===== config.mk =====
export PLATFORM = sky130hd
export DESIGN_NAME = newline_framed_orientation_deframer_core_flat
export DESIGN_NICKNAME = d
export VERILOG_FILES = /design/src/rtl/nfod_pkg.sv /design/src/rtl/nfod_if.sv /design/src/rtl/newline_framed_orientation_deframer_core.sv /design/src/flat_wrapper.sv
export SDC_FILE = /design/constraint.sdc
export NUM_CORES = 1
export LEC_CHECK = 0
export BUFFER_PORTS_ARGS = -buffer_cell sky130_fd_sc_hd__buf_2
export CAP_MARGIN = 20
export CORE_MARGIN = 2
export CORE_UTILIZATION = 51
export DETAILED_ROUTE_END_ITERATION = 8
export GPL_TIMING_DRIVEN = 0
export PLACE_DENSITY_LB_ADDON = 0.1
export RECOVER_POWER = 25
export SLEW_MARGIN = 20
export SYNTH_ARGS = -nofsm -noshare
export SYNTH_HDL_FRONTEND = slang
export SYNTH_SLANG_ARGS = --single-unit
export TNS_END_PERCENT = 100

===== constraint.sdc =====
create_clock -name clk -period 5.2 [get_ports clk]
set_input_delay 0.26 -clock clk [delete_from_list [all_inputs] [get_ports clk]]
set_output_delay 0.26 -clock clk [all_outputs]
set_load 0.02 [all_outputs]

===== src/rtl/nfod_pkg.sv =====
`default_nettype none
package nfod_pkg;

  typedef logic [7:0]         byte_t;
  typedef logic signed [39:0] value_t;
  typedef logic [3:0]         index_t;
  typedef logic [1:0]         fmt_t;

  localparam byte_t NEWLINE = 8'h0A;

  // register indexes
  localparam logic REG_ELEMENT_COUNT_MODE = 1'b0;
  localparam logic REG_NUMBER_FORMAT      = 1'b1;

  // number formats
  localparam fmt_t FMT_FLOAT = 2'd0;
  localparam fmt_t FMT_Q15   = 2'd1;
  localparam fmt_t FMT_Q29   = 2'd2;
  localparam fmt_t FMT_Q31   = 2'd3;

  localparam index_t ANGLE_ELEMENTS = 4'd3;

  localparam value_t SAT_POS = 40'sh7F_FFFF_FFFF;
  localparam value_t SAT_NEG = 40'sh80_0000_0000;

  // float exponent for which the Q8.31 value is the mantissa unshifted
  localparam logic [7:0] EXP_UNITY = 8'd119;
  localparam logic [7:0] EXP_SAT   = 8'd135;

endpackage
`default_nettype wire


===== src/rtl/nfod_if.sv =====
`default_nettype none
interface nfod_byte_if;
  import nfod_pkg::*;

  logic  valid;
  logic  ready;
  byte_t rx_byte;

  modport source (output valid, output rx_byte, input ready);
  modport sink   (input valid, input rx_byte, output ready);
endinterface

interface nfod_result_if;
  import nfod_pkg::*;

  logic   valid;
  logic   ready;
  value_t element_value;
  index_t element_index;
  logic   last_of_packet;
  logic   frame_error;

  modport source (output valid, output element_value, output element_index,
                  output last_of_packet, output frame_error, input ready);
  modport sink   (input valid, input element_value, input element_index,
                  input last_of_packet, input frame_error, output ready);
endinterface
`default_nettype wire


===== src/rtl/newline_framed_orientation_deframer_core.sv =====
`default_nettype none
// Deframer for newline-terminated orientation packets. Bytes arrive on rx;
// the block drops bytes until a newline, then stores a packet of 3 or
// MAX_ELEMENTS little-endian elements (2 bytes for Q15, 4 otherwise) in a
// small byte memory and checks the byte after it. A newline there releases
// one Q8.31 result per element on result; anything else releases a single
// error result and the block resynchronizes. The terminator starts a
// sequencer that reads the memory one byte at a time through states S_RD
// and S_CAP and runs each element through one shared format converter
// in S_CONV; rx.ready stays low until the sequencer (or the error
// result) is done, including any stall on result. The user must change
// configuration only while the block is idle; the block does not enforce it.
module newline_framed_orientation_deframer_core #(
  parameter int MAX_ELEMENTS = 9
) (
  input  wire logic      clk,
  input  wire logic      rst,
  nfod_byte_if.sink      rx,
  nfod_result_if.source  result,
  input  wire logic      cfg_we,
  input  wire logic      cfg_index,
  input  wire nfod_pkg::fmt_t cfg_data
);
  import nfod_pkg::*;

  localparam int DEPTH  = MAX_ELEMENTS * 4;
  localparam int ADDR_W = $clog2(DEPTH);
  localparam int POS_W  = $clog2(DEPTH + 1);

  localparam logic [2:0] S_IDLE = 3'd0;
  localparam logic [2:0] S_RD   = 3'd1;
  localparam logic [2:0] S_CAP  = 3'd2;
  localparam logic [2:0] S_CONV = 3'd3;
  localparam logic [2:0] S_ERR  = 3'd4;

  logic [2:0]       state;
  logic             in_sync;
  logic [POS_W-1:0] pos;
  logic             mode;
  fmt_t             fmt;

  logic [ADDR_W-1:0] rd_addr;
  byte_t             rd_data;
  logic [31:0]       word;
  logic [1:0]        kbyte;
  index_t            idx;
  index_t            elems_r;

  byte_t mem [DEPTH];

  index_t           elems;
  logic [POS_W-1:0] psize;
  logic             rx_fire;
  logic             out_free;
  logic             is_data;

  assign elems    = mode ? 4'(MAX_ELEMENTS) : ANGLE_ELEMENTS;
  assign psize    = (fmt == FMT_Q15) ? (POS_W'(elems) << 1) : (POS_W'(elems) << 2);
  assign rx.ready = (state == S_IDLE);
  assign rx_fire  = rx.valid && rx.ready;
  assign out_free = !result.valid || result.ready;
  assign is_data  = in_sync && (pos < psize);

  // ---- format converter, shared by all elements ----
  logic        f_neg;
  logic [7:0]  f_exp;
  logic [23:0] f_man;
  logic [7:0]  f_lsh;
  logic [7:0]  f_rsh;
  logic [38:0] f_mag;
  value_t      f_sat;
  value_t      conv;

  assign f_neg = word[31];
  assign f_exp = word[30:23];
  assign f_man = {1'b1, word[22:0]};
  assign f_lsh = f_exp - EXP_UNITY;
  assign f_rsh = EXP_UNITY - f_exp;
  assign f_sat = f_neg ? SAT_NEG : SAT_POS;

  always_comb begin
    f_mag = '0;
    if (f_exp >= EXP_UNITY) begin
      f_mag = 39'(f_man) << f_lsh[3:0];
    end else if (f_rsh < 8'd24) begin
      f_mag = 39'(f_man >> f_rsh[4:0]);
    end
    unique case (fmt)
      FMT_Q15: conv = {{8{word[15]}}, word[15:0], 16'h0000};
      FMT_Q29: conv = {{6{word[31]}}, word, 2'b00};
      FMT_Q31: conv = {{8{word[31]}}, word};
      default: begin
        priority if (f_exp == 8'hFF) begin
          conv = (word[22:0] != 23'd0) ? '0 : f_sat;
        end else if (f_exp == 8'h00) begin
          conv = '0;
        end else if (f_exp >= EXP_SAT) begin
          conv = f_sat;
        end else begin
          conv = f_neg ? -$signed({1'b0, f_mag}) : $signed({1'b0, f_mag});
        end
      end
    endcase
  end

  // ---- packet memory ----
  always_ff @(posedge clk) begin
    if (rx_fire && is_data) begin
      mem[pos[ADDR_W-1:0]] <= rx.rx_byte;
    end
    rd_data <= mem[rd_addr];
  end

  // ---- configuration ----
  always_ff @(posedge clk) begin
    if (rst) begin
      mode <= 1'b0;
      fmt  <= FMT_FLOAT;
    end else if (cfg_we) begin
      unique case (cfg_index)
        REG_ELEMENT_COUNT_MODE: mode <= cfg_data[0];
        REG_NUMBER_FORMAT:      fmt  <= cfg_data;
        default: ;
      endcase
    end
  end

  // ---- framing and sequencer ----
  always_ff @(posedge clk) begin
    if (rst) begin
      state        <= S_IDLE;
      in_sync      <= 1'b0;
      pos          <= '0;
      result.valid <= 1'b0;
    end else begin
      if (result.valid && result.ready) begin
        result.valid <= 1'b0;
      end
      unique case (state)
        S_IDLE: begin
          if (rx_fire) begin
            if (!in_sync) begin
              if (rx.rx_byte == NEWLINE) begin
                in_sync <= 1'b1;
                pos     <= '0;
              end
            end else if (pos < psize) begin
              pos <= pos + 1'b1;
            end else begin
              pos     <= '0;
              rd_addr <= '0;
              kbyte   <= '0;
              idx     <= '0;
              elems_r <= elems;
              if (rx.rx_byte == NEWLINE) begin
                state <= S_RD;
              end else begin
                in_sync <= 1'b0;
                state   <= S_ERR;
              end
            end
          end
        end
        S_RD: begin
          state <= S_CAP;
        end
        S_CAP: begin
          word[{kbyte, 3'b000} +: 8] <= rd_data;
          rd_addr <= rd_addr + 1'b1;
          kbyte   <= kbyte + 1'b1;
          if (kbyte == ((fmt == FMT_Q15) ? 2'd1 : 2'd3)) begin
            state <= S_CONV;
          end else begin
            state <= S_RD;
          end
        end
        S_CONV: begin
          if (out_free) begin
            result.valid          <= 1'b1;
            result.element_value  <= conv;
            result.element_index  <= idx;
            result.last_of_packet <= (idx == elems_r - 1'b1);
            result.frame_error    <= 1'b0;
            kbyte                 <= '0;
            idx                   <= idx + 1'b1;
            state                 <= (idx == elems_r - 1'b1) ? S_IDLE : S_RD;
          end
        end
        S_ERR: begin
          if (out_free) begin
            result.valid          <= 1'b1;
            result.element_value  <= '0;
            result.element_index  <= '0;
            result.last_of_packet <= 1'b1;
            result.frame_error    <= 1'b0 | 1'b1;
            state                 <= S_IDLE;
          end
        end
        default: state <= S_IDLE;
      endcase
    end
  end

  // ---- checks ----
  a_err_result: assert property (@(posedge clk) disable iff (rst)
    result.valid && result.frame_error |->
      result.element_value == '0 && result.last_of_packet && result.element_index == '0)
    else $error("error item carries data");

  a_bad_term: assert property (@(posedge clk) disable iff (rst)
    rx_fire && in_sync && !is_data && rx.rx_byte != NEWLINE |=>
      state == S_ERR && !in_sync)
    else $error("bad terminator did not drop sync");

  a_index_range: assert property (@(posedge clk) disable iff (rst)
    result.valid && !result.frame_error |-> result.element_index < elems_r)
    else $error("element index beyond packet");

  a_no_accept_busy: assert property (@(posedge clk) disable iff (rst)
    state == S_CONV && !out_free |=> state == S_CONV)
    else $error("converter result left before output was free");

endmodule
`default_nettype wire


===== src/flat_wrapper.sv =====
// flat-port wrapper written by rule: the top's interface ports become plain ports
module newline_framed_orientation_deframer_core_flat import nfod_pkg::*;
#(
  parameter int MAX_ELEMENTS = 9
)
  (clk, rst, cfg_we, cfg_index, cfg_data, rx_valid, rx_rx_byte, rx_ready, result_valid, result_element_value, result_element_index, result_last_of_packet, result_frame_error, result_ready);
  nfod_byte_if rx_i ();
  nfod_result_if result_i ();
  input  wire logic clk;
  input  wire logic rst;
  input  wire logic cfg_we;
  input  wire logic cfg_index;
  input  wire nfod_pkg::fmt_t cfg_data;
  input wire logic [$bits(rx_i.valid)-1:0] rx_valid;
  input wire logic [$bits(rx_i.rx_byte)-1:0] rx_rx_byte;
  output wire logic [$bits(rx_i.ready)-1:0] rx_ready;
  output wire logic [$bits(result_i.valid)-1:0] result_valid;
  output wire logic [$bits(result_i.element_value)-1:0] result_element_value;
  output wire logic [$bits(result_i.element_index)-1:0] result_element_index;
  output wire logic [$bits(result_i.last_of_packet)-1:0] result_last_of_packet;
  output wire logic [$bits(result_i.frame_error)-1:0] result_frame_error;
  input wire logic [$bits(result_i.ready)-1:0] result_ready;
  assign rx_i.valid = rx_valid;
  assign rx_i.rx_byte = rx_rx_byte;
  assign rx_ready = rx_i.ready;
  assign result_valid = result_i.valid;
  assign result_element_value = result_i.element_value;
  assign result_element_index = result_i.element_index;
  assign result_last_of_packet = result_i.last_of_packet;
  assign result_frame_error = result_i.frame_error;
  assign result_i.ready = result_ready;
  newline_framed_orientation_deframer_core #(.MAX_ELEMENTS(MAX_ELEMENTS)) u_core (.clk(clk), .rst(rst), .rx(rx_i), .result(result_i), .cfg_we(cfg_we), .cfg_index(cfg_index), .cfg_data(cfg_data));
endmodule

# == After elaboration in Yosys (flattened, before gate mapping) ==
# Memories as Yosys holds them, arrays and structs flattened. A register that Yosys moved wholly into a read port is not among the register bits.
# Cells that the tools add are included.
# word_totals
register_bits,108
out_inout_bits,48
word_cells,136
mem_bits_rw,288
memories,1
# op_classes
n_eq_ne,16
n_shift,4
mux,58
reduce_logical,26
bitwise,3
n_lt_le_gt_ge,4
add_sub_neg,9
# mem_list
memory,depth,word_bits,read_ports,rd_clocked_by_memory_dff,write_ports,line_no,rtl
u_core.mem,36,8,1,1,1,newline_framed_orientation_deframer_core.sv:49,byte_t mem [DEPTH];
# ops
operator,n
$mux W40,8
$pmux W40 S3,1
$pmux W40 S2,1
$mux W39,2
$mux W6,7
$neg A39 Y40,1
$shl A24 B4 Y39,1
$shr A24 B5 Y39,1
$bwmux W32,1
$shift A8 B7 Y32 const A,1
$shiftx A8 B7 Y32,1
$mux W4,7
$reduce_bool A23 Y1,1
$mux W3,6
$pmux W4 S2,2
$pmux W3 S5,1
$reduce_and A5 Y1,3
$add A6 B1 Y6 const B,2
$mux W1,12
$mux W2,6
$pmux W6 S2,1
$reduce_and A6 Y1,2
$eq A8 B4 Y1 const B,1
$eq A8 B8 Y1 const B,1
other kinds (33),50

# == Logic depth before layout (Yosys ltp) ==
# Gate-level depths: netlist (run 1).
# depth
word_depth,12
depth_mapped,20
ltp_nobuf,15

# == Least setup slack after synthesis (run 1) ==
# Ideal clock, no wire load.
# synth_path
path_type,reg-to-reg
from,register u_core.word[23]
to,register u_core.result.element_value[37] (data pin)
path_stages_with_launch,17
arrival_time_ns,4.591
setup_slack_ns,0.354
n_path_buf,5
setup_ns,0.255
cell_sequence,edfxtp_1 > inv_1 > buf_2 > buf_1 > ha_1 > buf_2 > buf_2 > buf_2 > mux2i_1 > o221ai_1 > a221oi_1 > nand3_1 > nor3_1 > nand4_4 > nor4_4 > o211ai_1 > a31o_1
# synth_via
elab_chain_len,12
word_cells_on_any_way,19
cone_classes,add/sub (3); order compare (3); eq/ne (1); shift (2); mux (9); reduce/logical (1)
# synth_rtl
element,line_no,rtl
"start, declared",newline_framed_orientation_deframer_core.sv:44,logic [31:0] word;
"start signal, assigned by index",newline_framed_orientation_deframer_core.sv:168,"word[{kbyte, 3'b000} +: 8] <= rd_data;"
$sub A7 B8 Y8,newline_framed_orientation_deframer_core.sv:78,assign f_rsh = EXP_UNITY - f_exp;
$lt A8 B5 Y1 / $shr A24 B5 Y39 (equally long branches),"newline_framed_orientation_deframer_core.sv:85, newline_framed_orientation_deframer_core.sv:86",
$mux W39,newline_framed_orientation_deframer_core.sv:85,end else if (f_rsh < 8'd24) begin
$mux W39,newline_framed_orientation_deframer_core.sv:83,if (f_exp >= EXP_UNITY) begin
$neg A39 Y40,newline_framed_orientation_deframer_core.sv:100,"conv = f_neg ? -$signed({1'b0, f_mag}) : $signed({1'b0, f_mag});"
$mux W40,newline_framed_orientation_deframer_core.sv:100,
$mux W40,newline_framed_orientation_deframer_core.sv:97,end else if (f_exp >= EXP_SAT) begin
$mux W40,newline_framed_orientation_deframer_core.sv:95,end else if (f_exp == 8'h00) begin
$mux W40 *,newline_framed_orientation_deframer_core.sv:93,priority if (f_exp == 8'hFF) begin
$pmux W40 S3 *,newline_framed_orientation_deframer_core.sv:88,unique case (fmt)
$mux W40 *,newline_framed_orientation_deframer_core.sv:178,if (out_free) begin
$pmux W40 S2 *,newline_framed_orientation_deframer_core.sv:139,unique case (state)
"end signal, assigned",newline_framed_orientation_deframer_core.sv:180,result.element_value <= conv;
"end, declared",nfod_if.sv:23,"modport source (output valid, output element_value, output element_index,"
# Mark *: on every way between the ends. The rest lies on a longest branch, timed or not. The select of a mux whose other input is x is not followed.
# A chain may end at the register's enable or synchronous reset.

# == Final worst setup path (run 1) ==
# layout_path
from,register u_core.word[26]
to,register u_core.result.element_value[34] (data pin)
# Same word-level chain as after synthesis.

==> results of run 1 <==
-- worst max path at each step --
stage / start / endpoint / cells after the start
5_1_grt: u_core.word[26]$_DFFE_PP_ / u_core.result.element_value[34]$_SDFFCE_PP0P_ / 16
3_5_place_dp: u_core.word[23]$_DFFE_PP_ / u_core.result.element_value[34]$_SDFFCE_PP0P_ / 19
2_1_floorplan: u_core.word[23]$_DFFE_PP_ / u_core.result.element_value[37]$_SDFFCE_PP0P_ / 16
6_report: u_core.word[26]$_DFFE_PP_ / u_core.result.element_value[34]$_SDFFCE_PP0P_ / 16
4_1_cts: u_core.word[26]$_DFFE_PP_ / u_core.result.element_value[34]$_SDFFCE_PP0P_ / 18
3_3_place_gp: u_core.word[23]$_DFFE_PP_ / u_core.result.element_value[34]$_SDFFCE_PP0P_ / 19
-- worst reg2reg max path, stage by stage (launching register included) --
cell and delay (ps):
edfxtp_1 500, inv_1 140, clkbuf_2 330, ha_1 390
clkbuf_1 310, a221oi_1 470, o211ai_1 230, a31oi_2 380
ha_1 240, inv_1 100, a211oi_4 290, a41oi_2 290
nor3_2 260, nand4_1 240, nor3_4 370, nor4b_2 260
nor3_1 90
-- Yosys cell counts (all sizes together), types with 11 or more instances --
cell    instances  area share (%)
and3           12            0.36
nand2b         11            0.33
nand3          47             1.1
xor2           15            0.63
edfxtp        380              55
nand3b         13            0.47
and2           52             1.6
buf            36            0.84
dfxtp          22             2.1
nand2         103             1.9
nor3           28            0.69
ha             19             1.1
o22ai          12            0.36
mux2           34             1.8
nor2          119             2.1
xnor2          19            0.79
mux2i          61             2.9
clkbuf         82             1.5
o21ai          50             1.2
nor2b          14            0.43
inv            20            0.36
nor4           15            0.62
mux4          123              13
o211ai         20            0.72
a21oi          72             1.7
-- report_power, final --
part | leakage, nW | switching [W] | internal [W]
sequential | 3.61 | 0.00000127 | 0.00353
clock | 0.618 | 0.00123 | 0.00156
combinational | 3.51 | 0.0000899 | 0.0000306
-- metal layers --
| metal | up-vias | part of all wire [%] | track usage, % |
|---|---|---|---|
| li1 | 6370 | - | - |
| met2 | 698 | 50 | 53.0 |
| met5 | - | 0 | 0 |
| met1 | 7281 | 37 | 37.9 |
| met3 | 195 | 6.4 | 4.74 |
| met4 | 0 | 5.9 | 16.3 |
-- cells by family after synthesis --
family / after synthesis / synth area share (%)
DFF: 402 / 56.6
xor gates and xnor gates: 34 / 1.42
AOI/OAI and AO/OA: 270 / 8.85
and+or+nand+nor: 462 / 11.3
adders and majority gates: 19 / 1.14
muxes: 218 / 18.0
buffers and inverters: 139 / 2.69
-- registers in the layout, summed over array words and instances, names as in the netlist, 2 cells and up --
register                     flops
u_core.result.element_value     40
u_core.state                     3
u_core.elems_r                   2
u_core.rd_addr                   6
u_core.result.element_index      4
u_core.mem                     288
u_core.rd_data                   8
u_core.word                     32
u_core.fmt                       2
u_core.idx                       4
u_core.kbyte                     2
u_core.pos                       6
-- cell type report --
cell class / count / area share (%)
Timing Repair Buffer: 94 / 2.33
Clock buffer: 54 / 4.79
Sequential cell: 402 / 50.0
Tap cell: 532 / 2.81
Inverter: 21 / 0.332
Antenna cell: 1 / 0.0105
Buffer: 117 / 2.19
Clock inverter: 21 / 0.643
Multi-Input combinational cell: 1003 / 36.9
-- stage by stage --
| step | cell area, um^2 | cells | hold slack (ps) | power [W] |
|---|---|---|---|---|
| 3_5_place_dp | 22000 | 2142 | 532 | 0.00372 |
| 6_report | 23700 | 2245 | 40.0 | 0.00645 |
| 4_1_cts | 23500 | 2233 | 17.5 | 0.00650 |
| 3_3_place_gp | 21900 | 2138 | 500 | 0.00372 |
| 5_1_grt | 23700 | 2244 | 40.6 | 0.00663 |
| 2_1_floorplan | 20900 | 1544 | 359 | 0.00365 |
-- timing repair --
action                                  4_1_cts  5_1_grt
pin swaps                                     5        5
endpoints found under the setup margin       38       21
resized for setup                            29       30
gates cloned                                  0        0
endpoints found under the hold margin         4        0
hold buffers                                  6        0
buffers inserted                             11       10
==> results.md, run 1 <==
* Ys Warns at 0
* Share of layout cells above drive strength 1 at roughly 22%
* WHS Endpoint: u_core.result.valid$_SDFF_PP0_
* Initial antenna violation count at 1
* FF-to-FF Start: u_core.word[26]$_DFFE_PP_
* Worst-Margin Slew at 1790 ps
* Mean area per synthesized cell at 13.6 um^2
* Pwr dens at 272 nW/um^2
* Delay of the slowest cell on the worst path at about 500 ps
* Reg clk slew, reported paths at 60 ps
* Residual DRC at 0
* Site row count at 74
* Routability Congestion at 0.988
* CTS buffer count at 42
* VDD IR max at 308 uV
* Slew Limit Fails at 266
* CP endpoint kind: flip-flop
* Area delta synth->final at 13.3%
* Multi-input gate area at ~9000 um^2
* RSZ-0062 raised after global routing: false
* Post-route worst setup slack at roughly 79 ps
* Full die area at 42700 um^2
* Most common cell after layout, fill and taps aside: edfxtp_1
* # fillers at about 3300
* Die width at slightly above 200 um
* DP HPWL at 46.9 mm
* Finished Core Util at 58.4%
* Most frequent cells in the layout: edfxtp_1, mux4_2, nor2_1, nand2_1, clkbuf_1
* Slew HR at -19.7%
* Final period util at 98.5%
* Max-cap violation count at 8
* Worst R2R Path Depth at 16
* Starting Density at 51.5%
* IO Port Bufs at between 60 and 70
* Vias per cell at 6.48
* CP bufs+invs at 4
* Distinct cells, synth at 87
* I/O pins at 64
* Synth Flop Type: edfxtp_1
* Core area at slightly above 40000 um^2
* GRT Total Usage at 30.9%
* Static leakage at 7.74 nW
* Syn nets at roughly 1600
* Clock sink total at 402
* Setup violations, final at 0
* DR iter-0 viols at about 1400
* Critical Path Slowest Stage Cell: edfxtp_1
* Pre-CTS WS at -1630 ps
* Worst skew pair latency at 570 ps
* Final WL at 64.3 mm
* Vias after detailed routing at ~15000
* Maximum clock rate at 195 MHz
* DRT Pass-1 Iters at 6
* Failing checks: capacitance limit, slew limit
* EDFF count, synth at 380
* First-pass GRT wire length at 94.8 mm
* Vias in the first global route at roughly 14000
* Max clock buf depth at 3
* Storage cell area at approximately 12000 um^2
* Total congestion overflow at 0
* CTS H-tree depth at 2
* Final ANT Viol Nets at 0
* Worst EP required at 5510 ps
* Critical path fanouts, max at 10
* Reg2Reg Setup Slack at 80 ps
* Synthesized instance count at about 1500
* Setup_tns at 0 ps
* Register bit total from synthesis at 402
* Seq/Total Area, Yosys at 56.6%
* Fin crit period at 5120 ps
* Mapped Area at around 21000 um^2
* CTS tree: yes
* Critical path arrival at around 5400 ps
* Hold WC Path Type: in2reg
* CP top delay family: compound AO/OA/AOI/OAI gates
* Final hold viol count at 0
* WL per Instance at 28.6 um
* RR Endpoint: u_core.result.element_value[34]$_SDFFCE_PP0P_
* Die height at 207 um
* HP Start: result_ready
* Async S/R FF share, synth at 0%
* Worst setup SP type: flip-flop
* CTS root buffer: clkbuf_16
* Outcome: finished, violations left
* Clock skew at 21.4 ps
* Setup CP Type: reg2reg
* Crit-path cells: inv_1 > clkbuf_2 > ha_1 > clkbuf_1 > a221oi_1 > o211ai_1 > a31oi_2 > ha_1 > inv_1 > a211oi_4 > a41oi_2 > nor3_2 > nand4_1 > nor3_4 > nor4b_2 > nor3_1
* Largest net degree at the start of global routing at 38
* Final nets at 1716
* Worst hold stages at 3
No activity file was read; power rests on OpenSTA's default activity.
==> inputs of run 2 (changes only) <==
--- a/config.mk
+++ b/config.mk
@@ -13,6 +13,7 @@
 export GPL_TIMING_DRIVEN = 0
 export PLACE_DENSITY_LB_ADDON = 0.1
 export RECOVER_POWER = 25
+export SETUP_SLACK_MARGIN = 0.2
 export SLEW_MARGIN = 20
 export SYNTH_ARGS = -nofsm -noshare
 export SYNTH_HDL_FRONTEND = slang
==> results.md, run 2 (synthesis gave the netlist of run 1 again) <==
* Number of flip-flops under the largest register name at 288
* Diode count at 0
* Placed cell area at about 22000 um^2
* Slew HR at -20.6%
* Starting Density at 51.5%
* Site row count at 74
* GRT Total Usage at 30.9%
* Vias after detailed routing at 14522
* CTS tree: yes
* Die height at 207 um
* Total congestion overflow at 0
* FF-to-FF Start: u_core.word[24]$_DFFE_PP_
* WL per Instance at 28.6 um
* Largest net degree at the start of global routing at 38
* Final ANT Viol Nets at 0
* Clock skew at 20.0 ps
* Delay of the slowest cell on the worst path at between 500 and 600 ps
* Vias per cell at ~6.5
* Outcome: finished, violations left
* Final nets at 1718
* Fin area at 23800 um^2
* Clock sink total at 402
* Reg clk slew, reported paths at 60 ps
* CP bufs+invs at 5
* Max-cap violation count at 7
* Initial antenna violation count at 0
* CTS buffer count at 42
* Worst setup SP type: flip-flop
* VDD IR max at 311 uV
* Pre-CTS WS at -1630 ps
* Residual DRC at 0
* Final WL at 64.3 mm
* Final period util at 95.7%
* Maximum clock rate at 201 MHz
* First-pass GRT wire length at about 95 mm
* CTS H-tree depth at 2
* Static leakage at 7.77 nW
* # fillers at about 3300
* Worst-Margin Slew at about 1800 ps
* WHS Endpoint: u_core.result.valid$_SDFF_PP0_
* Vias in the first global route at approximately 14000
* Critical Path Slowest Stage Cell: mux4_2
* Failing checks: capacitance limit, slew limit
* Setup violations, final at 0
* DP HPWL at 46.9 mm
* Crit-path cells: buf_6 > buf_6 > buf_8 > clkinvlp_4 > ha_4 > mux4_2 > mux2i_1 > nor3_1 > a221o_1 > a211o_1 > nor4_4 > buf_4 > nand4_1 > nor3_4 > nor4b_4 > nor3_1
* Worst R2R Path Depth at 16
* CP endpoint kind: flip-flop
* Share of layout cells above drive strength 1 at 22.4%
* Worst hold stages at 3
* Worst skew pair latency at 570 ps
* Worst Setup SP: u_core.word[24]$_DFFE_PP_
* Final hold viol count at 0
* Most frequent cells in the layout: edfxtp_1, mux4_2, nor2_1, nand2_1, clkbuf_1
* CTS root buffer: clkbuf_16
* CP top delay family: simple AND/OR/NAND/NOR gates
* Fin crit period at just under 5000 ps
* Worst Hold Margin at ~37 ps
* DR iter-0 viols at 1328
* HP Start: result_ready
* Pwr dens at 271 nW/um^2
* Critical path arrival at 5290 ps
* Post-route worst setup slack at 226 ps
* Core area at between 40000 and 50000 um^2
* IO Port Bufs at 62
* Hold WC Path Type: in2reg
* RSZ-0062 raised after global routing: true
* RR Endpoint: u_core.result.element_value[34]$_SDFFCE_PP0P_
* Routability Congestion at a little under 1
* I/O pins at 64
* Slew Limit Fails at 266
* Area delta synth->final at 13.8%
* Setup CP Type: reg2reg
* Max clock buf depth at 3
* Worst EP required at 5510 ps
* DRT Pass-1 Iters at 6
* Full die area at 42700 um^2
* Most common cell after layout, fill and taps aside: edfxtp_1
* Critical path fanouts, max at 10
* Reg2Reg Setup Slack at 230 ps
* Die width at 207 um
## run 2: cell types whose count changed in the layout (fill, tap and decap cells not counted), moves of 3 or more
| cell | before | now |
|---|---|---|
| clkbuf_1 | 93 | 90 |
| buf_6 | 6 | 3 |
| clkbuf_4 | 3 | 6 |
| clkbuf_2 | 5 | 8 |
| buf_8 | 0 | 3 |
## run 2: worst max path at each step
stage                     depth (start not counted)                                       endpoint  slack [ps]
final                                            16  u_core.result.element_value[34]$_SDFFCE_PP0P_         230
after global routing                             17  u_core.result.element_value[34]$_SDFFCE_PP0P_         140
after CTS                                        19  u_core.result.element_value[34]$_SDFFCE_PP0P_         160
after detailed placement                         19  u_core.result.element_value[34]$_SDFFCE_PP0P_       -1630
after global placement                           19  u_core.result.element_value[34]$_SDFFCE_PP0P_       -1750
after floorplan                                  16  u_core.result.element_value[37]$_SDFFCE_PP0P_         350
## run 2: where the power goes
group | internal [W] | leakage (nW) | switching, W | total (W)
combinational | 0.0000306 | 3.54 | 0.0000905 | 0.000121
sequential | 0.00353 | 3.61 | 0.00000126 | 0.00354
clock | 0.00156 | 0.618 | 0.00123 | 0.00279
total | 0.00512 | 7.77 | 0.00133 | 0.00645
## run 2: layout make-up
cell class	instances	area, um^2	share of cell area, %
Timing Repair Buffer	95	563	2.36
Buffer	118	547	2.30
Tap cell	532	666	2.79
Sequential cell	402	11900	49.8
Clock inverter	21	153	0.641
Clock buffer	54	1140	4.77
Inverter	21	82.6	0.347
Multi-Input combinational cell	1003	8820	37.0
## run 2: timing repair
item                                   4_1_cts  5_1_grt
pin swaps                                    6        6
hold buffers                                 6        0
endpoints found under the hold margin        4        0
setup buffers                               13       10
setup endpoints to repair                   39       32
gates resized for setup                     40       44
## run 2: per-stage QoR
stage,power (W),setup TNS [ps],utilization [%],std cells
after global routing,0.00663,0,58.6,2246
after detailed placement,0.00372,-34460,54.0,2142
final,0.00645,0,58.6,2246
after CTS,0.00650,0,58.0,2236
after global placement,0.00372,-73900,53.9,2138
after floorplan,0.00365,0,-,1544
## run 2: worst register-to-register path, cell delays in order (launching register included)
cell	delay, ps
edfxtp_1	410
buf_6	150
buf_6	170
buf_8	170
clkinvlp_4	200
ha_4	370
mux4_2	550
mux2i_1	360
nor3_1	80
a221o_1	400
a211o_1	430
nor4_4	300
buf_4	200
nand4_1	230
nor3_4	360
nor4b_4	250
nor3_1	90
## run 2: layer usage
metal  track usage [%]  wire length (um)  vias up
li1                  -                 -     6365
met1              37.7             23900     7262
met2              53.3             32100      687
met3              4.87              4250      208
met4              16.0              4030        0
met5                 0                 0        -
==> inputs of run 3 (changes only) <==
--- a/config.mk
+++ b/config.mk
@@ -10,7 +10,6 @@
 export CORE_MARGIN = 2
 export CORE_UTILIZATION = 51
 export DETAILED_ROUTE_END_ITERATION = 8
-export GPL_TIMING_DRIVEN = 0
 export PLACE_DENSITY_LB_ADDON = 0.1
 export RECOVER_POWER = 25
 export SETUP_SLACK_MARGIN = 0.2
==> constraint.sdc (replaced) <==
create_clock -name clk -period 5.5 [get_ports clk]
set_input_delay 0.275 -clock clk [delete_from_list [all_inputs] [get_ports clk]]
set_output_delay 0.275 -clock clk [all_outputs]
set_load 0.02 [all_outputs]
==> results.md, run 3 (synthesis gave the netlist of run 1 again) <==
* Crit-path cells: ha_1 > ha_1 > buf_4 > inv_1 > a222oi_1 > a211o_1 > o2111ai_1 > nor4_1 > nand2_1 > o31ai_1 > a211o_1 > nand3_1 > a21oi_1
* Static leakage at ~7.7 nW
* IO Port Bufs at 63
* Vias per cell at 6.42
* Hold Buf Count CTS at 6
* Diode count at 0
* CTS root buffer: clkbuf_16
* Routability Congestion at ~1.0
* Postcts setup bufs at 0
* Critical Path Slowest Stage Cell: ha_1
* GRT Total Usage at 28.9%
* Vias after detailed routing at 13810
* Placed cells at 2068
* Post-route worst setup slack at about 660 ps
* Setup CP Type: reg2reg
* Hold WC Path Type: in2reg
* Fin crit period at between 4000 and 5000 ps
* Final ANT Viol Nets at 0
* Critical path fanouts, max at 22
* Initial antenna violation count at 1
* WL per Instance at 28.1 um
* Final WL at 60.4 mm
* VDD IR max at a little under 300 uV
* Worst setup SP type: flip-flop
* Worst skew pair latency at 570 ps
* Max clock buf depth at 3
* Most common cell after layout, fill and taps aside: edfxtp_1
* Failing checks: capacitance limit, slew limit
* Gates resized, CTS repair at 0
* DRT Pass-1 Iters at 5
* CP endpoint kind: flip-flop
* Area delta synth->final at 11.1%
* I/O pins at 64
* Clock sink total at 402
* # fillers at 3320
* CTS H-tree depth at 2
* Outcome: finished, violations left
* Setup violations, final at 0
* Setup_tns at 0 ps
* Maximum clock rate at 206 MHz
* Vias in the first global route at 13563
* Clock skew at 19.7 ps
* Die width at between 200 and 250 um
* Pwr dens at 270 nW/um^2
* RSZ-0062 raised after global routing: false
* Core area at 40600 um^2
* Worst-Margin Slew at between 1500 and 2000 ps
* Slew Limit Fails at 266
* Total congestion overflow at 0
* Max-cap violation count at 7
* DR iter-0 viols at 1308
* CTS buffer count at 42
* Final period util at 88.1%
* Die height at about 210 um
* Worst EP required at 5910 ps
* Slew HR at -19.7%
* Full die area at 42700 um^2
* Final nets at 1621
* Largest net degree at the start of global routing at 77
* Layout Cells excl Fill at roughly 2200
* Starting Density at about 52%
* First-pass GRT wire length at 89.8 mm
* Most frequent cells in the layout: edfxtp_1, mux4_2, nor2_1, nand2_1, a21oi_1
* Final hold viol count at 0
* DP HPWL at 41.9 mm
* Delay of the slowest cell on the worst path at 770 ps
* Number of flip-flops under the largest register name at 288
* Worst Hold Margin at 30.7 ps
* Reg clk slew, reported paths at roughly 60 ps
* Pre-CTS WS at roughly 730 ps
* Critical path arrival at ~5300 ps
* Residual DRC at 0
* Share of layout cells above drive strength 1 at 21.6%
* CTS tree: yes
* Site row count at 74
[run 3: changes by cell type in the layout (fill, tap and decap cells not counted), sizes merged]
cell / previous run / this run
buf: 111 / 103
bufinv: 0 / 3
clkbuf: 150 / 64
clkinv: 16 / 13
clkinvlp: 5 / 4
[run 3: through the flow]
step / cell area (um^2) / power [W] / utilization (%)
after floorplan: 20900 / 0.00345 / -
after global placement: 21800 / 0.00351 / 53.6
after detailed placement: 21800 / 0.00351 / 53.6
after CTS: 23300 / 0.00633 / 57.2
after global routing: 23200 / 0.00645 / 57.2
final: 23200 / 0.00628 / 57.2
[run 3: final cells by class]
| cell class | instances | area [um^2] | share of cell area (%) |
|---|---|---|---|
| timing repair buffer | 116 | 732 | 3.15 |
| multi-input combinational | 1003 | 8530 | 36.7 |
| clock inverter | 20 | 220 | 0.947 |
| inverter | 21 | 78.8 | 0.339 |
| clock buffer | 57 | 1170 | 5.03 |
| tap | 532 | 666 | 2.86 |
| sequential | 402 | 11900 | 51.0 |
[run 3: final timing paths]
kind,slack [ps],from,endpoint,cells after the start
min,30,cfg_we,u_core.mode$_SDFFE_PP0P_,3
max reg2reg,660,u_core.word[23]$_DFFE_PP_,u_core.result.element_value[36]$_SDFFCE_PP0P_,13
max,660,u_core.word[23]$_DFFE_PP_,u_core.result.element_value[36]$_SDFFCE_PP0P_,13
min reg2reg,500,u_core.fmt[1]$_SDFFE_PP0P_,u_core.fmt[1]$_SDFFE_PP0P_,2
[run 3: worst max-delay path, delay by kind of cell (launching register included)]
family	cells	cell delay, ps
AOI/OAI and AO/OA	6	1920
buffers and inverters	2	500
adders and majority gates	2	1060
and+or+nand+nor	3	750
DFF	1	450
[run 3: per-layer routing]
layer	part of all wire [%]	up-vias	global-route usage [%]
li1	-	6174	-
met1	40	6980	37.2
met2	50	520	48.9
met3	5.3	136	3.42
met4	5.1	0	14.0
met5	0	-	0
[run 3: power by group]
part | internal (W) | switching (W)
clock network | 0.00165 | 0.00118
registers | 0.00334 | 0.00000101
logic | 0.0000286 | 0.0000820
total | 0.00502 | 0.00126
